==> src/rtl/ltc_pkg.sv <==
`timescale 1ns / 1ps
// ----------------------------------------------------------------------------
// ltc_pkg
// Types, character codes and character-class functions for the Lua token
// classifier.
// ----------------------------------------------------------------------------
package ltc_pkg;

    typedef enum logic [2:0] {
        KIND_IDENT   = 3'd0,
        KIND_NUMBER  = 3'd1,
        KIND_STRING  = 3'd2,
        KIND_SPACE   = 3'd3,
        KIND_COMMENT = 3'd4,
        KIND_SYMBOL  = 3'd5
    } kind_t;

    typedef enum logic [2:0] {
        MODE_IDLE    = 3'd0,
        MODE_IDENT   = 3'd1,
        MODE_NUMBER  = 3'd2,
        MODE_STRING  = 3'd3,
        MODE_SPACE   = 3'd4,
        MODE_COMMENT = 3'd5
    } mode_t;

    // Comment phases.
    localparam logic [1:0] PH_DASH    = 2'd0;
    localparam logic [1:0] PH_BRACKET = 2'd1;
    localparam logic [1:0] PH_LINE    = 2'd2;
    localparam logic [1:0] PH_BLOCK   = 2'd3;

    localparam logic [7:0] CH_DASH    = 8'h2D;
    localparam logic [7:0] CH_DOT     = 8'h2E;
    localparam logic [7:0] CH_LBRACK  = 8'h5B;
    localparam logic [7:0] CH_RBRACK  = 8'h5D;
    localparam logic [7:0] CH_PLUS    = 8'h2B;
    localparam logic [7:0] CH_UNDER   = 8'h5F;
    localparam logic [7:0] CH_DQUOTE  = 8'h22;
    localparam logic [7:0] CH_SQUOTE  = 8'h27;
    localparam logic [7:0] CH_BSLASH  = 8'h5C;
    localparam logic [7:0] CH_NEWLINE = 8'h0A;

    localparam int unsigned QUEUE_DEPTH = 4;
    localparam int unsigned PTR_W       = $clog2(QUEUE_DEPTH);
    localparam int unsigned CNT_W       = $clog2(QUEUE_DEPTH + 1);

    typedef struct packed {
        logic [7:0] data;
        kind_t      kind;
        logic       first;
        logic       done;
    } result_t;

    // Outcome of classifying a byte that begins a new token.
    typedef struct packed {
        mode_t mode;
        logic  hold;
        kind_t kind;
        logic  quote_dq;
    } start_t;

    function automatic logic is_space(input logic [7:0] b);
        return (b == 8'd32) || (b >= 8'd9 && b <= 8'd13);
    endfunction

    function automatic logic is_digit(input logic [7:0] b);
        return (b >= 8'h30) && (b <= 8'h39);
    endfunction

    function automatic logic is_alpha(input logic [7:0] b);
        return ((b >= 8'h61) && (b <= 8'h7A)) || ((b >= 8'h41) && (b <= 8'h5A));
    endfunction

    function automatic logic is_word(input logic [7:0] b);
        return is_alpha(b) || is_digit(b) || (b == CH_UNDER);
    endfunction

    function automatic start_t start_token(input logic [7:0] b, input logic fin);
        start_t s;
        s.mode     = MODE_IDLE;
        s.hold     = 1'b0;
        s.kind     = KIND_SYMBOL;
        s.quote_dq = 1'b0;
        if (is_space(b)) begin
            s.mode = MODE_SPACE;
            s.kind = KIND_SPACE;
        end else if (b == CH_DASH || b == CH_DOT) begin
            s.hold = ~fin;
        end else if (b == CH_DQUOTE || b == CH_SQUOTE) begin
            s.mode     = MODE_STRING;
            s.kind     = KIND_STRING;
            s.quote_dq = (b == CH_DQUOTE);
        end else if (is_alpha(b) || b == CH_UNDER) begin
            s.mode = MODE_IDENT;
            s.kind = KIND_IDENT;
        end else if (is_digit(b)) begin
            s.mode = MODE_NUMBER;
            s.kind = KIND_NUMBER;
        end
        return s;
    endfunction

endpackage

==> src/rtl/lua_token_classifier.sv <==
`timescale 1ns / 1ps
// ----------------------------------------------------------------------------
// lua_token_classifier
// Tags each Lua source byte with its token class and a token-start flag.
// ----------------------------------------------------------------------------
// Usage: source bytes enter on the s_axis channel, one item per byte, with
// s_axis_tlast on the last byte of a source. Classified bytes leave on the
// m_axis channel in input order: the byte in tdata, kind and start flag in
// tuser, and m_axis_tlast on the last result of the source.
// Results are registered in the queue when a byte is accepted; m_axis is
// driven from the queue head. The block takes one item per cycle while
// s_axis_tready is high. A '-' or '.' that may open a longer token, unless
// it is the last byte of a source, is held and produces no result; the next
// byte then produces one or two results. Results go into a four-entry queue,
// and s_axis_tready is high while the queue holds at most two results, so
// an accepted byte always finds room for its results.
// When the receiver stalls, the queue fills and s_axis_tready drops; no
// result is lost. Reset empties the queue and returns the lexer state to
// "between tokens"; the last byte of a source does the same for the lexer
// state, so the next byte begins a new source.
// ----------------------------------------------------------------------------
module lua_token_classifier (
    input  logic       clk,
    input  logic       rst_n,
    input  logic       s_axis_tvalid,
    output logic       s_axis_tready,
    input  logic [7:0] s_axis_tdata,   // [7:0] char_byte
    input  logic       s_axis_tlast,   // final_byte
    output logic       m_axis_tvalid,
    input  logic       m_axis_tready,
    output logic [7:0] m_axis_tdata,   // [7:0] out_byte
    output logic [3:0] m_axis_tuser,   // [2:0] token_kind, [3] token_start
    output logic       m_axis_tlast    // stream_done
);
    import ltc_pkg::*;

    // Lexer state.
    mode_t      mode_reg, mode_next;
    logic [1:0] phase_reg, phase_next;
    logic       close_reg, close_next;
    logic       quote_dq_reg, quote_dq_next;
    logic       escape_reg, escape_next;
    logic [7:0] held_byte_reg, held_byte_next;
    logic       held_valid_reg, held_valid_next;

    // Result queue.
    result_t            queue_reg [QUEUE_DEPTH];
    logic [PTR_W-1:0]   wr_ptr_reg, wr_ptr_next;
    logic [PTR_W-1:0]   rd_ptr_reg, rd_ptr_next;
    logic [CNT_W-1:0]   count_reg, count_next;

    logic       accept;
    logic       pop;
    logic [7:0] b;
    logic       fin;
    start_t     st;
    logic       do_start;
    logic       lead;
    logic [1:0] n_res;
    result_t    res0, res1;

    assign b      = s_axis_tdata;
    assign fin    = s_axis_tlast;
    assign st     = start_token(b, fin);
    assign accept = s_axis_tvalid && s_axis_tready;
    assign pop    = m_axis_tvalid && m_axis_tready;

    // Room for two results keeps the ready path free of the output side.
    assign s_axis_tready = (count_reg <= CNT_W'(QUEUE_DEPTH - 2));

    // Classification of one byte: at most two results per item.
    always_comb
    begin
        mode_next       = mode_reg;
        phase_next      = phase_reg;
        close_next      = close_reg;
        quote_dq_next   = quote_dq_reg;
        escape_next     = escape_reg;
        held_byte_next  = held_byte_reg;
        held_valid_next = held_valid_reg;
        do_start        = 1'b0;
        lead            = 1'b0;
        n_res           = 2'd0;
        res0            = '{data: b, kind: KIND_SYMBOL, first: 1'b0, done: 1'b0};
        res1            = '{data: b, kind: KIND_SYMBOL, first: 1'b0, done: 1'b0};

        if (held_valid_reg) begin
            held_valid_next = 1'b0;
            held_byte_next  = '0;
            res0.data       = held_byte_reg;
            res0.first      = 1'b1;
            if (held_byte_reg == CH_DASH && b == CH_DASH) begin
                res0.kind  = KIND_COMMENT;
                res1.kind  = KIND_COMMENT;
                n_res      = 2'd2;
                mode_next  = MODE_COMMENT;
                phase_next = PH_DASH;
                close_next = 1'b0;
            end else if (held_byte_reg == CH_DOT && is_digit(b)) begin
                res0.kind = KIND_NUMBER;
                res1.kind = KIND_NUMBER;
                n_res     = 2'd2;
                mode_next = MODE_NUMBER;
            end else begin
                // The held byte stands alone; the new byte starts afresh.
                res0.kind = KIND_SYMBOL;
                lead      = 1'b1;
                do_start  = 1'b1;
            end
        end else begin
            n_res = 2'd1;
            case (mode_reg)
                MODE_IDENT:
                begin
                    res0.kind = KIND_IDENT;
                    do_start  = ~is_word(b);
                end
                MODE_NUMBER:
                begin
                    res0.kind = KIND_NUMBER;
                    do_start  = ~(is_word(b) || b == CH_DOT || b == CH_PLUS);
                end
                MODE_STRING:
                begin
                    res0.kind = KIND_STRING;
                    if (escape_reg) begin
                        escape_next = 1'b0;
                    end else if (b == CH_BSLASH) begin
                        escape_next = 1'b1;
                    end else if (b == (quote_dq_reg ? CH_DQUOTE : CH_SQUOTE)) begin
                        mode_next = MODE_IDLE;
                    end
                end
                MODE_SPACE:
                begin
                    res0.kind = KIND_SPACE;
                    do_start  = ~is_space(b);
                end
                MODE_COMMENT:
                begin
                    res0.kind = KIND_COMMENT;
                    if (phase_reg == PH_BLOCK) begin
                        if (b == CH_RBRACK && close_reg) begin
                            mode_next  = MODE_IDLE;
                            close_next = 1'b0;
                            phase_next = PH_DASH;
                        end else begin
                            close_next = (b == CH_RBRACK);
                        end
                    end else if (b == CH_NEWLINE) begin
                        phase_next = PH_DASH;
                        do_start   = 1'b1;
                    end else if (b == CH_LBRACK && phase_reg == PH_DASH) begin
                        phase_next = PH_BRACKET;
                    end else if (b == CH_LBRACK && phase_reg == PH_BRACKET) begin
                        phase_next = PH_BLOCK;
                        close_next = 1'b0;
                    end else begin
                        phase_next = PH_LINE;
                    end
                end
                default:
                begin
                    do_start = 1'b1;
                end
            endcase
        end

        if (do_start) begin
            mode_next = st.mode;
            n_res     = {1'b0, lead} + {1'b0, ~st.hold};
            if (st.hold) begin
                held_byte_next  = b;
                held_valid_next = 1'b1;
            end
            if (st.mode == MODE_STRING) begin
                quote_dq_next = st.quote_dq;
                escape_next   = 1'b0;
            end
            if (lead) begin
                res1.kind  = st.kind;
                res1.first = 1'b1;
            end else begin
                res0.kind  = st.kind;
                res0.first = 1'b1;
            end
        end

        // The last byte never holds, so at least one result exists here.
        if (fin) begin
            if (n_res == 2'd2) begin
                res1.done = 1'b1;
            end else begin
                res0.done = 1'b1;
            end
            mode_next       = MODE_IDLE;
            phase_next      = PH_DASH;
            close_next      = 1'b0;
            quote_dq_next   = 1'b0;
            escape_next     = 1'b0;
            held_byte_next  = '0;
            held_valid_next = 1'b0;
        end
    end

    // Queue pointer and count updates.
    always_comb
    begin
        wr_ptr_next = wr_ptr_reg;
        rd_ptr_next = rd_ptr_reg;
        count_next  = count_reg;
        if (accept) begin
            wr_ptr_next = wr_ptr_reg + PTR_W'(n_res);
            count_next  = count_next + CNT_W'(n_res);
        end
        if (pop) begin
            rd_ptr_next = rd_ptr_reg + PTR_W'(1);
            count_next  = count_next - CNT_W'(1);
        end
    end

    always_ff @(posedge clk or negedge rst_n)
    begin
        if (!rst_n) begin
            mode_reg       <= MODE_IDLE;
            phase_reg      <= PH_DASH;
            close_reg      <= 1'b0;
            quote_dq_reg   <= 1'b0;
            escape_reg     <= 1'b0;
            held_byte_reg  <= '0;
            held_valid_reg <= 1'b0;
            wr_ptr_reg     <= '0;
            rd_ptr_reg     <= '0;
            count_reg      <= '0;
        end else begin
            if (accept) begin
                mode_reg       <= mode_next;
                phase_reg      <= phase_next;
                close_reg      <= close_next;
                quote_dq_reg   <= quote_dq_next;
                escape_reg     <= escape_next;
                held_byte_reg  <= held_byte_next;
                held_valid_reg <= held_valid_next;
            end
            wr_ptr_reg <= wr_ptr_next;
            rd_ptr_reg <= rd_ptr_next;
            count_reg  <= count_next;
        end
    end

    // Queue storage: payload only, no reset.
    always_ff @(posedge clk)
    begin
        if (accept && n_res != 2'd0) begin
            queue_reg[wr_ptr_reg] <= res0;
        end
        if (accept && n_res == 2'd2) begin
            queue_reg[wr_ptr_reg + PTR_W'(1)] <= res1;
        end
    end

    assign m_axis_tvalid = (count_reg != '0);
    assign m_axis_tdata  = queue_reg[rd_ptr_reg].data;
    assign m_axis_tuser  = {queue_reg[rd_ptr_reg].first, queue_reg[rd_ptr_reg].kind};
    assign m_axis_tlast  = queue_reg[rd_ptr_reg].done;

    // The queue never overflows.
    assert property (@(posedge clk) disable iff (!rst_n)
        count_reg <= CNT_W'(QUEUE_DEPTH))
    else $error("result queue overflow");

    // A byte is held only between tokens.
    assert property (@(posedge clk) disable iff (!rst_n)
        held_valid_reg |-> (mode_reg == MODE_IDLE))
    else $error("held byte while inside a token");

    // The last byte of a source leaves the lexer at its reset state.
    assert property (@(posedge clk) disable iff (!rst_n)
        (accept && s_axis_tlast) |=> (!held_valid_reg && mode_reg == MODE_IDLE
                                      && phase_reg == PH_DASH && !escape_reg))
    else $error("lexer state not cleared after last byte");

    // An accepted item with a held byte pending always releases the held byte.
    assert property (@(posedge clk) disable iff (!rst_n)
        (accept && held_valid_reg && !pop) |=> (count_reg > $past(count_reg)))
    else $error("held byte result lost");

endmodule
==> config.mk <==
export PLATFORM = sky130hd
export DESIGN_NAME = lua_token_classifier
export DESIGN_NICKNAME = d
export VERILOG_FILES = /design/src/rtl/ltc_pkg.sv /design/src/rtl/lua_token_classifier.sv
export SDC_FILE = /design/constraint.sdc
export NUM_CORES = 1
export LEC_CHECK = 0
export BUFFER_PORTS_ARGS = -buffer_cell sky130_fd_sc_hd__buf_2
export CORE_MARGIN = 2
export CORE_UTILIZATION = 55
export CTS_CLUSTER_DIAMETER = 150
export CTS_CLUSTER_SIZE = 28
export DETAILED_ROUTE_END_ITERATION = 16
export HOLD_SLACK_MARGIN = 0.15
export PLACE_DENSITY = 0.73
export SLEW_MARGIN = 20
export SYNTH_ARGS = -nofsm -noshare
export SYNTH_HDL_FRONTEND = slang
export SYNTH_SLANG_ARGS = --single-unit
export TNS_END_PERCENT = 50
==> constraint.sdc <==
create_clock -name clk -period 5.4 [get_ports clk]
set_input_delay 1.35 -clock clk [delete_from_list [all_inputs] [get_ports clk]]
set_output_delay 1.35 -clock clk [all_outputs]
set_load 0.02 [all_outputs]
Yosys cells after proc, flatten, opt, wreduce, memory -nomap -nowiden
Memories as Yosys holds them, arrays and structs flattened.
Cells that the tools add are included.
{"block": "word_totals", "reg_bits": 24, "latch_bits": 0, "mem_bits_rw": 52, "rom_bits": 0, "in_bits": 13, "out_inout_bits": 15, "word_cells": 191, "mem_count": 1}
{"block": "op_classes", "addsub": 6, "multipliers": 0, "div": 0, "magnitude_cmp": 9, "eq_ne": 33, "shift": 0, "n_mux": 93, "bitwise": 5, "reduce_logical": 34}
{"memory": "queue_reg", "words": 4, "word_bits": 13, "rd": 1, "rd_clocked_by_memory_dff": 0, "write_ports": 2, "line": "lua_token_classifier.sv:47", "text": "result_t queue_reg [QUEUE_DEPTH];"}
{"operator": "2-to-1 mux 3 bit", "n": 25}
{"operator": "equality test 8 x 6 -> 1 bit, second input constant", "n": 8}
{"operator": "2-to-1 mux 1 bit", "n": 42}
{"operator": "2-to-1 mux 8 bit", "n": 5}
{"operator": "equality test 8 x 7 -> 1 bit, second input constant", "n": 4}
{"operator": "2-to-1 mux 2 bit", "n": 13}
{"operator": "!= test 5 bit, second input constant", "n": 5}
{"operator": "2-to-1 mux 4 bit", "n": 5}
{"operator": "greater-or-equal comparator 8 x 7 -> 1 bit, second input constant", "n": 2}
{"operator": "<= comparator 8 x 7 -> 1 bit, second input constant", "n": 2}
{"operator": "case mux 3 bit (5 select lines)", "n": 1}
{"operator": "logical AND 1 bit", "n": 13}
{"operator": "equality test 3 x 2 -> 1 bit, second input constant", "n": 3}
{"operator": "logical OR 1 bit", "n": 9}
{"operator": "equality test 8 x 4 -> 1 bit, second input constant", "n": 1}
{"operator": "equality test 8 x 6 -> 1 bit", "n": 1}
{"operator": "greater-or-equal comparator 8 x 4 -> 1 bit, second input constant", "n": 1}
{"operator": "greater-or-equal comparator 8 x 6 -> 1 bit, second input constant", "n": 1}
{"operator": "<= comparator 8 x 4 -> 1 bit, second input constant", "n": 1}
{"operator": "<= comparator 8 x 6 -> 1 bit, second input constant", "n": 1}
{"operator": "!= test 4 bit, second input constant", "n": 2}
{"operator": "AND reduction 8 bit", "n": 1}
{"operator": "equality test 3 bit, second input constant", "n": 2}
{"operator": "case mux 3 bit (2 select lines)", "n": 1}
{"operator": "other kinds (22)", "n": 31}

Logic depth before layout (Yosys ltp)
Gate-level depths: netlist of run 1.
{"block": "depth", "word_depth": 15, "ltp_mapped": 16, "depth_no_buf": 15}

Worst setup path before layout of run 1
OpenSTA, ideal clock, no wires.
{"block": "synth_path", "path_type": "input-to-reg", "startpoint": "input port s_axis_tdata[6]", "endpoint": "memory queue_reg[0][0] (netlist name) (enable)", "setup_ns": 0.387, "t_arrival_ns": 4.072, "path_slack_ns": 0.941, "path_stages": 8, "path_buffers": 1, "path_cell_list": "or4b_1 or4_1 ha_1 nand2b_1 clkbuf_1 nand2_1 nand4_1 a21oi_1"}
{"item": "start, declared", "line": "lua_token_classifier.sv:27", "text": "input logic [7:0] s_axis_tdata,"}
{"item": "end, declared", "line": "lua_token_classifier.sv:47"}

Worst setup path in the final report of run 1
{"block": "layout_path", "startpoint": "input port s_axis_tdata[6]", "endpoint": "register count_reg[2]"}
{"block": "layout_via", "elab_chain_len": 15, "elab_cells_between_ends": 49}
{"item": "greater-or-equal comparator 8 x 7 -> 1 bit / <= comparator 8 x 7 -> 1 bit (equally long branches)", "line": "ltc_pkg.sv:72", "text": "return ((b >= 8'h61) && (b <= 8'h7A)) || ((b >= 8'h41) && (b <= 8'h5A));"}
{"item": "logical AND 1 bit", "line": "ltc_pkg.sv:72"}
{"item": "logical OR 1 bit", "line": "ltc_pkg.sv:72"}
{"item": "logical OR 1 bit (2 in a row)", "line": "ltc_pkg.sv:76", "text": "return is_alpha(b) || is_digit(b) || (b == CH_UNDER);"}
{"item": "logical OR 1 bit (2 in a row)", "line": "lua_token_classifier.sv:121", "text": "do_start = ~(is_word(b) || b == CH_DOT || b == CH_PLUS);"}
{"item": "inverter 1 bit", "line": "lua_token_classifier.sv:121"}
{"item": "case mux 1 bit (5 select lines)", "line": "lua_token_classifier.sv:112", "text": "case (mode_reg)"}
{"item": "2-to-1 mux 1 bit", "line": "lua_token_classifier.sv:87", "text": "if (held_valid_reg) begin"}
{"item": "2-to-1 mux 2 bit *", "line": "lua_token_classifier.sv:169", "text": "if (do_start) begin"}
{"item": "adder 3 x 2 -> 3 bit *", "line": "lua_token_classifier.sv:214", "text": "count_next = count_next + CNT_W'(n_res);"}
{"item": "2-to-1 mux 3 bit *", "line": "lua_token_classifier.sv:212", "text": "if (accept) begin"}
{"item": "subtractor 3 x 1 -> 3 bit", "line": "lua_token_classifier.sv:218", "text": "count_next = count_next - CNT_W'(1);"}
{"item": "2-to-1 mux 3 bit *", "line": "lua_token_classifier.sv:216", "text": "if (pop) begin"}
{"item": "via count_next[2]", "line": "lua_token_classifier.sv:50", "text": "logic [CNT_W-1:0] count_reg, count_next;"}
{"item": "end signal, assigned", "line": "lua_token_classifier.sv:247", "text": "count_reg <= count_next;"}
{"item": "end, declared", "line": "lua_token_classifier.sv:50"}
The timed path passes the listed nets; every way through them passes the cells marked *.
A chain may end at the register's enable or synchronous reset.

==> impl_metrics.env, run 1 <==
export IMPL_run_status="completed"
export IMPL_drtIter0Drc=299
export IMPL_cp_start_kind="primary input"
export IMPL_route_met3_wl_um=573
export IMPL_final_common_cell="edfxtp_1"
export IMPL_syn_nets=431
export IMPL_layout_drive_gt1_share=0.225
export IMPL_crit_path_end_kind="flip-flop"
export IMPL_syn_area_mm2=0.00471
export IMPL_clock_skew_ns=0.0105
export IMPL_synth_top_cell_area_share=0.332
export IMPL_htree_levels=3
export IMPL_seqCellArea_mm2=0.00216
export IMPL_setup_tns_ns=0
export IMPL_clk_path_buf_depth=2
export IMPL_yosys_top_cells_area="edfxtp_1 33%, dfrtp_1 13%, mux4_2 6.2%, mux2_2 5.7%, a21oi_1 3.7%"
export IMPL_synthXorXnorAreaFrac=0.0149
export IMPL_p_leak_uw=0.00183
export IMPL_syn_inst=413
export IMPL_cts_tree="done"
export IMPL_nNetsFinal=445
export IMPL_fmax_mhz=228
export IMPL_globalplace_congestion=0.897
export IMPL_antenna_found_initial=0
export IMPL_synth_edf_count=52
export IMPL_place_hpwl_um=7630
export IMPL_min_period_ns=4.39
export IMPL_netlist_cell_type_count=78
export IMPL_r2r_cells=15
export IMPL_clock_sinks=76
export IMPL_cts_hold_buf=0
export IMPL_dpl_cell_area_mm2=0.00488
export IMPL_design_area_mm2=0.00508
export IMPL_final_hold_viol_count=0
export IMPL_cts_resized=0
export IMPL_numPortBuffers=27
export IMPL_clockRootBuffer="clkbuf_8"
export IMPL_post_cts_buffers=0
export IMPL_tightest_slew_ns=0.918
export IMPL_fill_cells=686
export IMPL_min_delay_path_class="flip-flop to flip-flop"
export IMPL_ys_ff_latch=76
export IMPL_worstHoldPathCells=2
export IMPL_cellPowerDensity_mw_per_mm2=406
export IMPL_largest_reg_flops=52
export IMPL_viasPerCell=6.52
export IMPL_synth_simple_area_share=0.141
export IMPL_grt_max_degree=26
export IMPL_r2r_setup_slack_ns=1.84
export IMPL_cts_buffers_inserted=9
export IMPL_area_growth_pct=7.92
export IMPL_first_pass_iters=5
export IMPL_grt_ovfl_total=0
export IMPL_grt_pass1_wl_um=17700
export IMPL_cp_arrival_ns=4.64
export IMPL_slew_headroom=0.388
export IMPL_clock_latency_ns=0.35
export IMPL_synthFlopType="edfxtp_1"
export IMPL_drc=0
export IMPL_wirelength_um=10800
export IMPL_die_area_mm2=0.00931
export IMPL_die_y_um=96.5
export IMPL_path_cells="buf_2 > or4b_1 > or4_1 > ha_1 > nand2_1 > nand2_1 > ha_1 > inv_1 > fa_1 > nor2_1 > a21oi_1 > ha_1 > nand2_1 > xor2_1"
export IMPL_initial_core_util=0.570
export IMPL_insertedDiodeCount=0
export IMPL_synth_compound_area_frac=0.170
export IMPL_met2_length_um=5040
export IMPL_grt_pass1_vias=3312
export IMPL_criticalPathCategory="primary input to flip-flop"
export IMPL_num_vias=3502
export IMPL_ios=28
export IMPL_cap_violations=0
export IMPL_grt_setup_unrepaired="no"
export IMPL_seq_area_frac_synth=0.459
export IMPL_irDropWorstVdd_mv=0.286
export IMPL_slowest_stage="or4_1"
export IMPL_drt_met1_wl_um=5100
export IMPL_layout_common_cells="52 x edfxtp_1, 35 x a21oi_1, 34 x nand2_1"
export IMPL_path_clk_slew_ns=0.08
export IMPL_synthAdderAreaFrac=0.0149
export IMPL_die_x_um=96.5
export IMPL_crit_cells=14
export IMPL_avgSynthCellArea_um2=11.4
export IMPL_slew_violations=0
export IMPL_post_drt_wl_per_cell_um=20.2
export IMPL_cp_slowest_stage_delay_ns=0.61
export IMPL_synthMuxAreaShare=0.162
export IMPL_detail_route_antenna_nets=0
export IMPL_coreArea_mm2=0.00826
export IMPL_cp_num_buf_inv=2
export IMPL_grt_usage=0.253
export IMPL_yosysTopAreaCell="edfxtp_1"
export IMPL_ys_warnings_count=0
export IMPL_fin_crit_sh=0.814
export IMPL_critPathTopFamily="simple AND/OR/NAND/NOR gates"
export IMPL_cp_max_fo=11
export IMPL_highest_layer="met4"
export IMPL_cp_required_ns=5.64
export IMPL_final_setup_viol_count=0
export IMPL_synthArstFlopShare=0.316
export IMPL_synth_top_family_by_area="compound AO/OA/AOI/OAI gates"
export IMPL_rows=33
export IMPL_multi_input_area_mm2=0.00238
-- synth_stat cells (all sizes together) (3+ instances only) --
master    n
a21boi    6
a21o      6
a21oi    35
a22o      4
a22oi     6
a2bb2oi   3
a31oi     3
a32o      3
and2      8
buf      10
clkbuf   18
dfrtp    24
edfxtp   52
ha        4
inv      11
mux2     32
mux2i    11
mux4     13
nand2    34
nand2b    3
nand3     6
nand4     4
nand4b    3
nor2     17
nor3      9
nor4      4
o211ai    7
o21ai    17
or2       4
or3       5
or4       3
xnor2     6
-- metrics by stage --
step           hold WS (ns)  total power (uW)  cells   util  setup slack [ns]
2_1_floorplan         0.482              1430    413      -             0.941
3_3_place_gp          0.502              1620    521  0.590             0.715
5_1_grt               0.559              2180    537  0.615             0.774
3_5_place_dp          0.510              1630    521  0.590             0.662
6_report              0.543              2060    537  0.615              1.01
4_1_cts               0.531              2070    537  0.614              1.03
-- final timing paths --
| path | startpoint | end |
|---|---|---|
| max | s_axis_tdata[6] | count_reg[2]$_DFF_PN0_ |
| min | escape_reg$_DFFE_PN0P_ | escape_reg$_DFFE_PN0P_ |
| max reg2reg | held_byte_reg[0]$_DFFE_PN0P_ | count_reg[2]$_DFF_PN0_ |
| min reg2reg | escape_reg$_DFFE_PN0P_ | escape_reg$_DFFE_PN0P_ |
| max in group asynchronous | rst_n | close_reg$_DFFE_PN0P_ |
| min in group asynchronous | rst_n | count_reg[2]$_DFF_PN0_ |
-- cells by family (layout without fill, tap and decap cells) --
group | after synthesis | count (layout)
mux | 56 | 56
flops | 76 | 76
xor+xnor | 8 | 8
buf+inv | 39 | 58
simple gates | 116 | 116
compound gates | 113 | 113
fa+ha+maj | 5 | 5
-- report_power, final --
group | leakage (uW) | switching (uW) | total (uW) | internal [uW]
sequential | 0.000778 | 129 | 864 | 734
combinational | 0.000959 | 428 | 753 | 325
clock | 0.0000976 | 230 | 446 | 215
total | 0.00183 | 787 | 2060 | 1270
-- tightest hold or removal path, delay by kind of cell, from the launching register on --
| kind | cells | cell delay [ns] |
|---|---|---|
| flip-flops | 1 | 0.38 |
| AO/OA/AOI/OAI | 2 | 0.13 |
-- metal layers --
layer,vias to the layer above,track usage
li1,1636,-
met1,1715,0.369
met2,137,0.391
met3,14,0.0411
met4,0,0.0763
met5,-,0
-- layout make-up --
class | instances | area share
multi-input combinational | 298 | 0.469
tap | 105 | 0.0259
clock buffer | 9 | 0.0244
sequential | 76 | 0.426
inverter | 11 | 0.00813
timing repair buffer | 31 | 0.0325
clock inverter | 7 | 0.0143
Note: power is estimated with default switching activity, not from simulation.
==> run 2, diff against run 1 <==
==> constraint.sdc (replaced) <==
create_clock -name clk -period 4.2 [get_ports clk]
set_input_delay 1.05 -clock clk [delete_from_list [all_inputs] [get_ports clk]]
set_output_delay 1.05 -clock clk [all_outputs]
set_load 0.02 [all_outputs]
==> run 2 against run 1 <==
Sequential share of layout area decreased by 2.0 points. Count of clock-buffer cells in the layout unchanged. Final cell count increased by 4.8%. First-iteration DRC count fell by 13%. Clock skew rose by 0.0018 ns. Flip-flop and latch count unchanged. Register-to-register slack worse by 0.81 ns. Worst setup slack worse by 0.67 ns. Combinational power is 33% higher.
==> impl_metrics.env, run 2 (synthesis gave the netlist of run 1 again) <==
export IMPL_first_pass_iters=5
export IMPL_p_clk_frac=0.227
export IMPL_num_vias=3638
export IMPL_cp_max_fo=2
export IMPL_path_clk_slew_ns=0.08
export IMPL_combPwrFrac=0.367
export IMPL_final_setup_viol_count=0
export IMPL_clk_path_buf_depth=2
export IMPL_clock_latency_ns=0.36
export IMPL_insertedDiodeCount=0
export IMPL_detail_route_antenna_nets=0
export IMPL_grt_pass1_vias=3545
export IMPL_setup_tns_ns=0
export IMPL_fin_ws_ns=0.334
export IMPL_antenna_found_initial=0
export IMPL_numPortBuffers=27
export IMPL_layout_common_cells="52 x edfxtp_1, 35 x a21oi_1, 34 x nand2_1"
export IMPL_cts_resized=0
export IMPL_largest_reg_flops=52
export IMPL_multi_input_area_mm2=0.00238
export IMPL_clock_skew_ns=0.0123
export IMPL_cap_violations=0
export IMPL_cts_buffers_inserted=9
export IMPL_cp_start_kind="primary input"
export IMPL_grt_pass1_wl_um=18500
export IMPL_grt_max_degree=26
export IMPL_swShare=0.370
export IMPL_htree_levels=3
export IMPL_clock_sinks=76
export IMPL_drt_met1_wl_um=4900
export IMPL_met2_length_um=5410
export IMPL_die_y_um=96.5
export IMPL_fmax_mhz=259
export IMPL_criticalPathCategory="primary input to flip-flop"
export IMPL_cts_tree="done"
export IMPL_place_ws_ns=-0.0322
export IMPL_pwr_share_seq=0.406
export IMPL_route_met3_wl_um=693
export IMPL_slew_violations=0
export IMPL_tightest_slew_ns=0.968
export IMPL_min_period_ns=3.87
export IMPL_seqCellArea_mm2=0.00216
export IMPL_run_status="completed"
export IMPL_drc=0
export IMPL_initial_core_util=0.570
export IMPL_final_common_cell="edfxtp_1"
export IMPL_grt_ovfl_total=0
export IMPL_p_leak_uw=0.00198
export IMPL_place_hpwl_um=7900
export IMPL_grt_usage=0.268
export IMPL_post_cts_buffers=0
export IMPL_finalPower_uw=2740
export IMPL_fin_util=0.646
export IMPL_rows=33
export IMPL_cp_required_ns=4.44
export IMPL_highest_layer="met4"
export IMPL_nNetsFinal=471
export IMPL_globalplace_congestion=0.920
export IMPL_cellPowerDensity_mw_per_mm2=514
export IMPL_internal_power_uw=1730
export IMPL_clockRootBuffer="clkbuf_8"
export IMPL_die_x_um=96.5
export IMPL_ios=28
export IMPL_drtIter0Drc=260
export IMPL_slew_headroom=0.355
export IMPL_min_delay_path_class="flip-flop to flip-flop"
export IMPL_cts_hold_buf=0
export IMPL_post_drt_wl_per_cell_um=19.8
export IMPL_wirelength_um=11200
export IMPL_coreArea_mm2=0.00826
export IMPL_crit_path_end_kind="flip-flop"
export IMPL_area_growth_pct=13.3
export IMPL_cp_arrival_ns=4.11
export IMPL_grt_setup_unrepaired="no"
export IMPL_layout_drive_gt1_share=0.271
export IMPL_final_hold_viol_count=0
export IMPL_viasPerCell=6.46
export IMPL_irDropWorstVdd_mv=0.362
export IMPL_die_area_mm2=0.00931
export IMPL_fill_cells=660
export IMPL_power_switching_uw=1010
export IMPL_fin_crit_sh=0.921
run 2: cell count changes in the layout (fill, tap and decap cells not counted), sizes merged:
| cell | change |
|---|---|
| clkinv | -1 |
| bufinv | +1 |
| buf | +26 |
run 2: metrics by stage:
stage | area (um^2) | std cells | hold slack [ns]
floorplan | 4710 | 413 | 0.482
global placement | 5110 | 547 | 0.501
detailed placement | 5110 | 547 | 0.537
CTS | 5330 | 563 | 0.556
global route | 5330 | 563 | 0.593
finish | 5330 | 563 | 0.559
run 2: worst paths after layout:
path,from,end,slack [ns],depth (start not counted)
setup reg to reg,held_byte_reg[7]$_DFFE_PN0P_,count_reg[2]$_DFF_PN0_,1.03,15
setup / recovery,s_axis_tdata[6],count_reg[2]$_DFF_PN0_,0.33,15
hold reg to reg,close_reg$_DFFE_PN0P_,close_reg$_DFFE_PN0P_,0.56,2
max in group asynchronous,rst_n,held_byte_reg[5]$_DFFE_PN0P_,3.15,1
min in group asynchronous,rst_n,escape_reg$_DFFE_PN0P_,0.68,1
hold / removal,close_reg$_DFFE_PN0P_,close_reg$_DFFE_PN0P_,0.56,2
run 2: critical path, stage by stage:
cell	delay, ns
buf_2	0.10
or4b_1	0.57
buf_4	0.17
o41ai_1	0.49
or2_2	0.21
o211ai_2	0.09
nand2_1	0.13
ha_1	0.14
inv_1	0.04
fa_1	0.47
nor2_1	0.05
a21oi_1	0.18
ha_1	0.18
nand2_1	0.06
xor2_1	0.16
run 2: power groups by stage:
stage	sequential (uW)	combinational [uW]	clock, uW
after detailed placement	1130	1000	0
after global routing	1140	1110	665
after floorplan	1020	826	0
after global placement	1130	977	0
final	1110	1000	623
after CTS	1120	1010	634
run 2: cell type report:
type                       count  share of cell area
clock buffer                   9              0.0232
clock inverter                 7              0.0185
inverter                      11             0.00774
multi-input combinational    298               0.446
sequential                    76               0.406
tap                          105              0.0246
timing repair buffer          57              0.0746
run 2: per-layer routing:
layer | track usage | vias up
li1 | - | 1690
met1 | 0.361 | 1808
met2 | 0.444 | 128
met3 | 0.0473 | 12
met4 | 0.0833 | 0
met5 | 0 | -
